[config.mk]
export PLATFORM = sky130hd
export DESIGN_NAME = plt_cell
export DESIGN_NICKNAME = d
export VERILOG_FILES = /design/src/rtl/plt_pkg.sv /design/src/rtl/plt_cell.sv
export SDC_FILE = /design/constraint.sdc
export NUM_CORES = 1
export LEC_CHECK = 0
export CAP_MARGIN = 20
export CORE_ASPECT_RATIO = 0.8
export CORE_MARGIN = 1
export CORE_UTILIZATION = 65
export CTS_CLUSTER_DIAMETER = 50
export DETAILED_ROUTE_END_ITERATION = 16
export DONT_BUFFER_PORTS = 1
export GPL_TIMING_DRIVEN = 0
export PLACE_DENSITY = 0.81
export SYNTH_ARGS = -nofsm -noshare
export SYNTH_HDL_FRONTEND = slang
export SYNTH_SLANG_ARGS = --single-unit
[constraint.sdc]
create_clock -name clock -period 4.8 [get_ports clock]
set_input_delay 0.48 -clock clock [delete_from_list [all_inputs] [get_ports clock]]
set_output_delay 0.48 -clock clock [all_outputs]
set_load 0.01 [all_outputs]
[src/rtl/plt_pkg.sv]
// Package of shared constants, types and codes for the positional list table.
package plt_pkg;

   localparam int CAPACITY    = 128;
   localparam int ELEM_BITS   = 8;
   localparam int IDX_BITS    = $clog2(CAPACITY);
   localparam int CNT_BITS    = $clog2(CAPACITY + 1);
   localparam int LEAVES      = 1 << IDX_BITS;

   localparam int CMD_BITS    = 3;
   localparam int POS_BITS    = 8;
   localparam int VALUE_BITS  = 8;
   localparam int OUT_ELEM_BITS = 8;
   localparam int OUT_IDX_BITS  = 7;
   localparam int OUT_LEN_BITS  = 8;
   localparam int CMP_BITS    = ((CNT_BITS > POS_BITS) ? CNT_BITS : POS_BITS) + 1;
   localparam int WAIT_BITS   = $clog2(IDX_BITS + 2);
   localparam int WAIT_DONE   = IDX_BITS + 1;

   typedef enum logic [CMD_BITS-1:0] {
      CMD_CLEAR  = 3'd0,
      CMD_INSERT = 3'd1,
      CMD_DELETE = 3'd2,
      CMD_GET    = 3'd3,
      CMD_LOCATE = 3'd4,
      CMD_NEXT   = 3'd5,
      CMD_PRIOR  = 3'd6
   } plt_cmd_type;

   typedef enum logic {
      S_IDLE,
      S_SEARCH
   } plt_state_type;

   typedef struct packed {
      logic                 up;
      logic                 down;
      logic [IDX_BITS-1:0]  pos;
      logic [ELEM_BITS-1:0] value;
   } plt_shift_type;

   typedef struct packed {
      logic                 get;
      logic [IDX_BITS-1:0]  pos;
      logic [ELEM_BITS-1:0] value;
      logic [CNT_BITS-1:0]  count;
   } plt_search_type;

   typedef struct packed {
      logic                 found;
      logic [IDX_BITS-1:0]  idx;
      logic [ELEM_BITS-1:0] data;
   } plt_node_type;

endpackage

[src/rtl/plt_cell.sv]
// One list cell: holds one element, shifts with its neighbors and flags a search hit.
module plt_cell (
   input  logic                              clock,
   input  logic [plt_pkg::IDX_BITS-1:0]      cell_index,
   input  logic [plt_pkg::ELEM_BITS-1:0]     left_data,
   input  logic [plt_pkg::ELEM_BITS-1:0]     right_data,
   input  plt_pkg::plt_shift_type            shift,
   input  plt_pkg::plt_search_type           search,
   output logic [plt_pkg::ELEM_BITS-1:0]     data_out,
   output plt_pkg::plt_node_type             leaf_out
);

   logic [plt_pkg::ELEM_BITS-1:0] data_ff;
   logic [plt_pkg::ELEM_BITS-1:0] data_in;
   plt_pkg::plt_node_type         leaf_ff;
   plt_pkg::plt_node_type         leaf_in;

   always_comb begin
      priority if (shift.up && (cell_index > shift.pos)) begin
         data_in = left_data;
      end else if (shift.up && (cell_index == shift.pos)) begin
         data_in = shift.value;
      end else if (shift.down && (cell_index >= shift.pos)) begin
         data_in = right_data;
      end else begin
         data_in = data_ff;
      end
   end

   always_comb begin
      leaf_in.found = (plt_pkg::CNT_BITS'(cell_index) < search.count) &&
                      (search.get ? (cell_index == search.pos) : (data_ff == search.value));
      leaf_in.idx   = cell_index;
      leaf_in.data  = data_ff;
   end

   always_ff @(posedge clock) begin
      data_ff <= data_in;
      leaf_ff <= leaf_in;
   end

   assign data_out = data_ff;
   assign leaf_out = leaf_ff;

endmodule

# After elaboration in Yosys (flattened, before gate mapping)
# Index checks and enable logic that the tools add are counted.
[totals]
ff_bits = 24
in_bits = 65
output_inout_bits = 24
wordCells = 19
[classes]
mux = 4
n_reduce_logical = 5
order_cmp = 3
n_eq_ne = 3
[ops]
columns = ["operator", "n"]
rows = [
  ["two-way mux 8 bit", 3],
  ["equality test 7 bit", 2],
  ["equality test 8 bit", 1],
  ["< comparator 7 x 8 -> 1 bit", 1],
  [">= comparator 7 bit", 1],
  ["greater-than comparator 7 bit", 1],
  ["logical AND 1 bit", 4],
  ["nonzero test 3 bit", 1],
  ["two-way mux 1 bit", 1],
]

# Depth between registers and ports, before layout
[depth]
word_depth = 5
ltp_mapped = 7
depth_no_buf = 7

# Least setup slack after synthesis
# OpenSTA, ideal clock, no wires.
[synth_path]
path_kind = "input-to-reg"
startpoint = "in shift[14] in the netlist's numbering"
endpoint = "reg data_ff, in the netlist data_out[0] (data pin)"
t_arrival_ns = 1.807
cell_stages = 6
required_time_ns = 4.540
slack_ns = 2.733
cell_sequence = "inv_1 ha_1 a21oi_1 o21ai_0 o221ai_2 mux2_2"
[synth_via]
elab_chain_cells = 4
word_cells_on_any_way = 6
classes_between = "1 x order compare; 1 x eq/ne; 2 x mux; 2 x reduce/logical"
[synth_lines]
columns = ["item", "line_no", "source"]
rows = [
  ["from (decl)", "plt_cell.sv:7", "input plt_pkg::plt_shift_type shift,"],
  ["parallel branches: the longest is 3 deep, another holds greater-than comparator 7 bit", "-", ""],
  ["two-way mux 8 bit *", "plt_cell.sv:19", "priority if (shift.up && (cell_index > shift.pos)) begin"],
  ["named net data_in, one bit", "plt_cell.sv:14", "logic [plt_pkg::ELEM_BITS-1:0] data_in;"],
  ["to (signal assigned)", "plt_cell.sv:38", "data_ff <= data_in;"],
  ["to (decl)", "plt_cell.sv:13", "logic [plt_pkg::ELEM_BITS-1:0] data_ff;"],
]
# Mark *: on every way through the listed nets, which the timed path passes.
# A chain may end at the register's enable or synchronous reset.

# Worst setup path in the final report
[layout_path]
startpoint = "in shift[14] in the netlist's numbering"
endpoint = "reg data_ff, in the netlist data_out[6] (data pin)"
# The elaborated chain is that of the path after synthesis.

==> impl_metrics.yaml <==
outcome:
  status: "finished clean"
cells_and_area:
  antenna_cells: 0
  drive_above_1_share_pct: 18.4
  nNetsFinal: 204
  area_growth_pct: 4.21
die:
  dieWidth_um: 52.7
  die_area_mm2: 0.00224
  initial_core_util_pct: 70.0
  die_y_um: 42.6
  rows: 14
  core_mm2: 0.00191
  pin_count: 89
timing:
  clock_skew_ns: 0.00722
  worst_slew_pin_slew_ns: 0.487
  final.min_clock_period_ns: 1.97
  rsz0062_at_grt: "no"
  setup_viol: 0
  hold-worst-slack_ns: 0.186
  hold_viol_final: 0
  relSlewSlack_pct: 67.5
  min_period_over_period_pct: 41.1
  finalSetupTns_ns: 0
  max_freq_ghz: 0.507
  maxSlewViolCount: 0
cts:
  clk_root_buffer_cell: "clkbuf_4"
  numCtsBuffers: 3
  cts-htree-levels: 1
  clk_pin_slew_worst_paths_ns: 0.13
  clk-insertion-delay-late_ns: 0.30
  cts_buffer_depth: 2
  cts_tree: "built"
  post-cts-setup-buffers: 0
  hold_buffers: 0
  cts-resized-gates: 0
  cts_sinks: 24
yosys:
  syn_area_mm2: 0.00134
  synth_cell_type_count: 25
  postSynthCellCount: 121
  synth_nets: 199
  ys.flop_type: "dfxtp_1"
  synth_top_area_share_pct: 24.0
  synth_common_cells: "dfxtp_1, xnor2_1, ha_1, inv_1"
  synth-seq-area-share_pct: 41.9
  yosysTopAreaCell: "dfxtp_1"
  ys_warn_count: 0
  synth.most_common_cell: "dfxtp_1"
  async_reset_ff_share_pct: 0
  syn_area_per_cell_um2: 11.0
  synth-edff-count: 8
  synth-seq-cells: 24
  synthTopCellsByArea: "dfxtp_1, edfxtp_1, ha_1"
grt:
  grt_pass1_wl_mm: 4.02
  antenna_found_initial: 0
  grt_pass1_vias: 937
  grt.overflow.total: 0
  grt_max_degree: 14
  grt_usage_pct: 24.6
placement:
  dp.final_hpwl_mm: 2.20
  routabilityCongestion: 0.736
  port_buffers: 0
setup_path:
  cp_num_buf_inv: 1
  crit_path_max_fanout: 8
  crit_chain: "inv_1 -> ha_1 -> a21oi_1 -> o21ai_0 -> o221ai_2 -> mux2_2"
  crit_slowest_cell: "o221ai_2"
  endpoint_kind: "register"
  critPathTopFamily: "compound AO/OA/AOI/OAI gates"
  worstSetupPathType: "in2reg"
  worstPathRequired_ns: 4.86
  critical_path.max_stage_delay_ns: 0.46
  startpoint_type: "input port"
  crit_arrival_ns: 2.04
power_and_ir_drop:
  power.density_mw_per_mm2: 312
  leakagePower_uw: 0.000592
  worst_ir_drop_vdd_v: 0.000193
detailed_routing:
  antenna_left: 0
  vias: 878
  routedWlPerCell_um: 17.0
  finalWirelength_mm: 2.54
  first_iter_violations: 7
  dr.pass1.iters: 4
  vias_per_cell: 5.89
  drc: 0
run:
  cap_violations: 0
worst_hold_path:
  hold_class: "in2reg"
## layout make-up
type | count | area (µm²)
plain buffers | 8 | 60.1
clock buffers | 3 | 22.5
clock inverters | 1 | 3.75
fillers | 141 | 517
inverters | 13 | 48.8
multi-input cells | 76 | 667
flip-flops and latches | 24 | 561
well taps | 24 | 30.0
## sequential cells by signal, indices dropped and copies added (netlist names)
register and flops:
leaf_out 16, data_out 8
## worst paths after layout
check | startpoint | end | slack (ns) | cells after the start
max | shift[14] | data_out[6]$_DFFE_PP_ | 2.83 | 6
min | cell_index[1] | leaf_out[9]$_DFF_P_ | 0.19 | 0
max reg2reg | data_out[5]$_DFFE_PP_ | leaf_out[15]$_DFF_P_ | 3.52 | 5
min reg2reg | data_out[3]$_DFFE_PP_ | leaf_out[3]$_DFF_P_ | 0.44 | 0
## worst register-to-register path: cells and delay by family (launching register included)
family,cells,cell delay (ns)
compound gates,1,0.13
xor+xnor,1,0.18
flops,1,0.48
simple gates,3,0.44
## logic make-up after synthesis
logic type                 share of synthesized area, %
DFF                                                41.9
buffers and inverters                              8.15
and+or+nand+nor                                    7.68
muxes                                              13.5
xor gates and xnor gates                           9.83
AOI/OAI and AO/OA                                  6.74
adders and majority gates                          12.2
## cells in the final DEF, fill, tap and decap left out, types with 2 or more instances in the layout
| cell type | netlist | layout |
|---|---|---|
| mux2_1 | 8 | 8 |
| xnor2_1 | 14 | 14 |
| buf_4 | 8 | 8 |
| ha_1 | 13 | 13 |
| mux2_2 | 8 | 8 |
| nor2_1 | 3 | 3 |
| nand2_1 | 4 | 4 |
| dfxtp_1 | 16 | 16 |
| edfxtp_1 | 8 | 8 |
| inv_1 | 13 | 13 |
| nand4_1 | 3 | 3 |
| clkbuf_4 | 0 | 3 |
| nand3_1 | 3 | 3 |
| o21ai_0 | 2 | 2 |
| a21oi_1 | 7 | 7 |
## stage by stage
step                util [%]  area (µm²)  cells  worst slack (ns)  power (µW)
floorplan                  -        1340    121              2.73         333
global placement        71.6        1370    145              2.62         344
detailed placement      71.6        1370    145              2.51         351
CTS                     72.9        1390    149              2.84         433
global route            72.9        1390    149              2.71         452
finish                  72.9        1390    149              2.83         434
## power by group
group | internal, µW | switching (µW)
Clock | 30.3 | 58.1
Combinational | 46.6 | 39.2
Sequential | 238 | 22.0
## per-layer routing
metal / global-route usage (%) / share of wire [%]
met5: 0 / 0
met4: 7.37 / 1.1
met3: 4.35 / 9.1
met2: 41.0 / 48
met1: 32.0 / 42
(Power assumes the default switching activity.)
