## config.mk

```make
export PLATFORM = sky130hd
export DESIGN_NAME = plt_node
export DESIGN_NICKNAME = d
export VERILOG_FILES = /design/src/rtl/plt_pkg.sv /design/src/rtl/plt_node.sv
export SDC_FILE = /design/constraint.sdc
export NUM_CORES = 1
export LEC_CHECK = 0
export BUFFER_PORTS_ARGS = -buffer_cell sky130_fd_sc_hd__buf_2
export CORE_MARGIN = 2
export CORE_UTILIZATION = 38
export CTS_CLUSTER_SIZE = 12
export DETAILED_ROUTE_END_ITERATION = 8
export PLACE_DENSITY = 0.78
export SLEW_MARGIN = 20
export SYNTH_ARGS = -nofsm -noshare
export SYNTH_HDL_FRONTEND = slang
export SYNTH_SLANG_ARGS = --single-unit
```

## constraint.sdc

```tcl
create_clock -name clock -period 1.5 [get_ports clock]
set_input_delay 0.225 -clock clock [delete_from_list [all_inputs] [get_ports clock]]
set_output_delay 0.225 -clock clock [all_outputs]
set_load 0.03 [all_outputs]
```

## src/rtl/plt_pkg.sv

```systemverilog
// Package of shared constants, types and codes for the positional list table.
package plt_pkg;

   localparam int CAPACITY    = 128;
   localparam int ELEM_BITS   = 8;
   localparam int IDX_BITS    = $clog2(CAPACITY);
   localparam int CNT_BITS    = $clog2(CAPACITY + 1);
   localparam int LEAVES      = 1 << IDX_BITS;

   localparam int CMD_BITS    = 3;
   localparam int POS_BITS    = 8;
   localparam int VALUE_BITS  = 8;
   localparam int OUT_ELEM_BITS = 8;
   localparam int OUT_IDX_BITS  = 7;
   localparam int OUT_LEN_BITS  = 8;
   localparam int CMP_BITS    = ((CNT_BITS > POS_BITS) ? CNT_BITS : POS_BITS) + 1;
   localparam int WAIT_BITS   = $clog2(IDX_BITS + 2);
   localparam int WAIT_DONE   = IDX_BITS + 1;

   typedef enum logic [CMD_BITS-1:0] {
      CMD_CLEAR  = 3'd0,
      CMD_INSERT = 3'd1,
      CMD_DELETE = 3'd2,
      CMD_GET    = 3'd3,
      CMD_LOCATE = 3'd4,
      CMD_NEXT   = 3'd5,
      CMD_PRIOR  = 3'd6
   } plt_cmd_type;

   typedef enum logic {
      S_IDLE,
      S_SEARCH
   } plt_state_type;

   typedef struct packed {
      logic                 up;
      logic                 down;
      logic [IDX_BITS-1:0]  pos;
      logic [ELEM_BITS-1:0] value;
   } plt_shift_type;

   typedef struct packed {
      logic                 get;
      logic [IDX_BITS-1:0]  pos;
      logic [ELEM_BITS-1:0] value;
      logic [CNT_BITS-1:0]  count;
   } plt_search_type;

   typedef struct packed {
      logic                 found;
      logic [IDX_BITS-1:0]  idx;
      logic [ELEM_BITS-1:0] data;
   } plt_node_type;

endpackage

```

## src/rtl/plt_node.sv

```systemverilog
// Registered node of the first-hit tree: keeps the lower-index hit of its two children.
module plt_node (
   input  logic                  clock,
   input  plt_pkg::plt_node_type left_node,
   input  plt_pkg::plt_node_type right_node,
   output plt_pkg::plt_node_type node_out
);

   plt_pkg::plt_node_type node_ff;
   plt_pkg::plt_node_type node_in;

   always_comb begin
      node_in = left_node.found ? left_node : right_node;
   end

   always_ff @(posedge clock) begin
      node_ff <= node_in;
   end

   assign node_out = node_ff;

endmodule

```

Word level (Yosys, flattened, before mapping)
Cells that the tools add are included.
Storage, ports and cells
  logic and storage cells: 4
  bits in registers: 16
Operators by class
  mux-type cells: 1
Operator list (number)
  15-bit two-way mux: 1

Logic depth before layout (Yosys ltp)
Gate-level depths: netlist (run 1).
  word-level depth: 1
  gate-level depth with buffers: 3
  gate-level depth less buffers: 1

Least setup slack after synthesis (run 1)
No wires, ideal clock.
  path type: input to register
  from: input port left_node[15] (netlist name)
  to: register node_ff (netlist bit node_out[10])
  stages on the path: 3
  path buffers: 2
  path slack: 621 ps
  data required time: 1379 ps
  arrival: 758 ps
  cells stage by stage: buf_6 -> buf_12 -> mux2_4
RTL lines
  from (decl): RTL line plt_node.sv:4  | input plt_pkg::plt_node_type left_node,
  to (signal assigned): RTL line plt_node.sv:17  | node_ff <= node_in;
  to (decl): RTL line plt_node.sv:9  | plt_pkg::plt_node_type node_ff;

Worst setup path after layout (run 1)
  from: register node_ff (netlist bit node_out[6])
  to: output port node_out[6] (netlist name)
RTL lines
  to (decl): RTL line plt_node.sv:6  | output plt_pkg::plt_node_type node_out
No word-level cell between the ends.

==> results of run 1 <==
-- cell usage after synthesis --
cell	number
buf_12	1
buf_6	1
dfxtp_1	16
mux2_2	6
mux2_4	9
or2_1	1
-- per-layer routing --
| layer | up-vias | global-route usage [%] |
|---|---|---|
| met5 | - | 0 |
| met2 | 25 | 24.9 |
| li1 | 214 | - |
| met1 | 193 | 10.2 |
| met4 | 0 | 9.38 |
| met3 | 2 | 5.17 |
-- logic make-up after synthesis --
logic type,count (synthesis),share of synthesized area (%)
multiplexers,15,36.2
AND/OR/NAND/NOR,1,1.12
buffers and inverters,2,5.58
flip-flops,16,57.1
-- worst paths after layout --
| check | from | to | slack (ps) | cells after the start |
|---|---|---|---|---|
| worst min-delay path | right_node[15] | node_out[15] | 130 | 2 |
| worst max-delay path | node_out[6] | node_out[6] | 490 | 1 |
-- final cells by class --
class,count,area (um^2)
sequential,16,320
fill,118,523
clock buffer,3,22.5
multi-input combinational,16,209
timing repair buffer,48,240
tap,15,18.8
-- report_power, final --
group	switching, uW	internal [uW]	leakage, uW	total, uW
combinational	106	91.0	0.000287	197
clock	112	92.8	0.0000138	205
sequential	7.41	458	0.000135	465
total	225	642	0.000436	867
-- per-stage QoR --
stage | instances | hold slack, ps | worst slack (ps) | utilization [%] | area, um^2
3_3_place_gp | 95 | 410 | 425 | 59.1 | 788
3_5_place_dp | 95 | 415 | 395 | 59.1 | 788
2_1_floorplan | 34 | 322 | 621 | - | 561
4_1_cts | 98 | 121 | 475 | 60.8 | 811
5_1_grt | 98 | 111 | 444 | 60.8 | 811
6_report | 98 | 131 | 495 | 60.8 | 811
==> results.cfg, run 1 <==
[outcome]
outcome = complete, no violations

[finish]
drive_gt1_share_pct = 79.5
syn_to_final_growth_pct = 44.6
final_common_cell = buf_2
final_cell_mix = 48 x buf_2, 16 x dfxtp_1, 9 x mux2_4
antenna_cells = 0
largest_register_ffs = 16
fin_nets = 118

[power_and_ir_drop]
powerDensity_nw_per_um2 = 1070
power.total_uw = 867
ir_drop_uv = 620
p_leak_uw = 0.000436

[timing]
setup_violations = 0
min_period_ps = 1010
hold_violations = 0
min_period_over_period_pct = 67.0
max_freq_mhz = 995
setup_tns_ps = 0
rsz0062_at_grt = no
worstMarginPinSlew_ps = 415
slew_viol_final = 0
slew_headroom_pct = 72.4

[worst_hold_path]
holdCritPathClass = primary input to flip-flop

[floorplan]
die_w_um = 42.4
ioPinCount = 49
initial_utilization_pct = 42.0
rows = 13
dieArea_um2 = 1800
die_h_um = 42.4
core_area_um2 = 1330

[logic_synthesis]
yosysSeqAreaShare_pct = 57.1
yosysWarnings = 0
avgSynthCellArea_um2 = 16.5
synth_area_um2 = 561
synth_area_leaders = dfxtp_1 57%, mux2_4 24%, mux2_2 12%
synth-seq-cells = 16
synth_cell_types = 6
synth_nets = 67
synth_area_leader_cell = dfxtp_1
synth_top_cell_area_share_pct = 57.1
syn_inst = 34

[route]
route.detailed.drc = 0
postRouteAntennaNets = 0
avgRoutedWirePerCell_um = 11.4
dr_wl_met2_um = 628
wl_um = 1110
dr.pass1.iters = 1
m1WireLength_um = 360
highest_layer = met4
drt_iter0_markers = 0
vias = 434
viasPerCell = 4.43
wl_met3_um = 114

[critical_path]
required_ps = 1270
cp_top_family = flip-flops
slowest_stage = dfxtp_1
cp_cell_sequence = buf_2
worst-setup-path-type = flip-flop to output pin
path_buf_inv = 1
max_stage_delay_ps = 320
crit_path_end_kind = output pin
path_max_fanout = 1
arrival_ps = 780
worst_setup_path_start_kind = flip-flop

[clock_network]
cts_tree = yes
cts_hold_buffers = 0
cts_setup_buffers = 0
clock-root-buffer = clkbuf_4
cts_resized = 0
clock-sinks = 16
cts.path.max_buffers = 2
path_clk_slew_ps = 80
numCtsBuffers = 3
h-tree-depth = 1

[global_route]
grt_pass1_wl_um = 1680
grt_max_degree = 17
antenna_found_initial = 0
grt_pass1_vias = 434
gr-total-overflow = 0
track_usage_pct = 13.0

[placed_design]
place.gp.congestion = 0.633
portBuffers = 48

[flow_run]
cap_violations = 0
No activity file was read; power rests on OpenSTA's default activity.
==> run 2: changes to the inputs <==
Settings changed: ABC_AREA set to 1, CORE_UTILIZATION 38 to 35, PLACE_DENSITY 0.78 to 0.72.
Clock period 1.5 ns to 1 ns, I/O delays scaled along.
==> results.cfg, run 2 <==
[critical_path]
crit_start = node_out[0]
crit_cells = 1
path_max_fanout = 1
worst-setup-path-type = flip-flop to output pin
required_ps = 850
cp_cell_sequence = buf_2
arrival_ps = 800
crit_path_end_kind = output pin
max_stage_delay_ps = 330
slowest_stage = dfxtp_1
path_buf_inv = 1
cp_top_family = flip-flops
worst_setup_path_start_kind = flip-flop
crit_end = node_out[0]

[logic_synthesis]
yosysWarnings = 0
yosysSeqAreaShare_pct = 57.0
yosysMostFrequentCell = nand2_1
synth_cell_types = 7
synth_edf_count = 0
synth_area_um2 = 562
synth-seq-cells = 16
syn_inst = 66
synth_area_leaders = dfxtp_1 57%, nand2_1 26%, nand2_2 6.7%
synth.top_cells.by_count = 39 x nand2_1, 16 x dfxtp_1, 6 x nand2_2
synthFlopType = dfxtp_1
synthArstFlopShare_pct = 0
synth_area_leader_cell = dfxtp_1
synth_nets = 99
avgSynthCellArea_um2 = 8.51
synth_top_cell_area_share_pct = 57.0

[global_route]
antenna_found_initial = 0
gr-total-overflow = 0
track_usage_pct = 12.8
grt_pass1_wl_um = 1850
grt_max_degree = 16
grt_pass1_vias = 464

[floorplan]
dieArea_um2 = 1940
die_w_um = 44.1
ioPinCount = 49
rows = 14
core_area_um2 = 1510
die_h_um = 44.1
initial_utilization_pct = 37.3

[finish]
final_cell_mix = 48 x buf_2, 39 x nand2_1, 16 x dfxtp_1
drive_gt1_share_pct = 51.7
final_common_cell = buf_2
antenna_cells = 0
largest_register_ffs = 16
syn_to_final_growth_pct = 46.5
utilization_pct = 54.7
fin_nets = 150

[power_and_ir_drop]
ir_drop_uv = 801
powerDensity_nw_per_um2 = 1700
p_leak_uw = 0.000492

[route]
drt_iter0_markers = 12
route.detailed.drc = 0
viasPerCell = 4.30
wl_um = 1200
postRouteAntennaNets = 0
vias = 567
dr.pass1.iters = 4
avgRoutedWirePerCell_um = 9.08

[clock_network]
path_clk_slew_ps = 100
cts_hold_buffers = 0
cts_tree = yes
h-tree-depth = 1
clock-root-buffer = clkbuf_4
cts_setup_buffers = 0
cts.path.max_buffers = 2
clock-sinks = 16
numCtsBuffers = 3
cts_resized = 0

[outcome]
outcome = complete, no violations

[timing]
rsz0062_at_grt = no
slew_viol_final = 0
setup_violations = 0
min_period_ps = 950
min_period_over_period_pct = 95.0
setup_tns_ps = 0
worstMarginPinSlew_ps = 177
slew_headroom_pct = 88.2
hold_violations = 0
max_freq_mhz = 1050

[placed_design]
dpl.hpwl_um = 941
place.gp.congestion = 0.654
portBuffers = 48

[flow_run]
cap_violations = 0

[worst_hold_path]
holdCritPathClass = primary input to flip-flop
-- run 2: cell count changes in the layout (fill, tap and decap cells not counted), sizes merged --
cell	previous run	this run
clkbuf	3	4
mux2	15	0
inv	0	1
nand2	0	45
buf	48	49
-- run 2: logic make-up after synthesis --
kind of cell | Yosys count | synth area share, %
buffers and inverters | 4 | 9.13
flip-flops | 16 | 57.0
AND/OR/NAND/NOR | 46 | 33.9
-- run 2: power breakdown --
group | total, uW | internal, uW | switching [uW]
clock network | 417 | 221 | 196
logic | 287 | 105 | 182
registers | 698 | 687 | 11.3
-- run 2: how the worst min path moves through the flow --
stage                     cells after the start           end      startpoint
after floorplan                               1  node_out[15]  right_node[15]
after global placement                        2  node_out[15]  right_node[15]
after detailed placement                      2  node_out[15]  right_node[15]
after CTS                                     2  node_out[15]  right_node[15]
after global routing                          2  node_out[15]  right_node[15]
final                                         2  node_out[15]  right_node[15]
-- run 2: cell type report --
| cell class | instances | area [um^2] |
|---|---|---|
| fillers | 149 | 683 |
| flip-flops and latches | 16 | 320 |
| repair buffers | 49 | 248 |
| multi-input cells | 46 | 190 |
| clock buffers | 4 | 36.3 |
| well taps | 16 | 20.0 |
| inverters | 1 | 8.76 |
-- run 2: stage by stage --
stage / instances / instance area (um^2) / power [uW] / hold slack, ps / worst slack, ps
after floorplan: 66 / 562 / 897 / 247 / 377
after global placement: 128 / 787 / 999 / 329 / 283
after CTS: 132 / 823 / 1420 / 42.4 / 39.7
final: 132 / 823 / 1400 / 48.4 / 50.5
after detailed placement: 128 / 787 / 1000 / 333 / 271
after global routing: 132 / 823 / 1480 / 43.1 / 0.185
-- run 2: layer usage --
layer / share of wire [%] / wire length [um] / global-route usage (%)
met3: 15 / 179 / 4.08
met1: 45 / 536 / 18.5
met5: 0 / 0 / 0
met2: 40 / 482 / 18.2
met4: 0 / 0 / 3.64
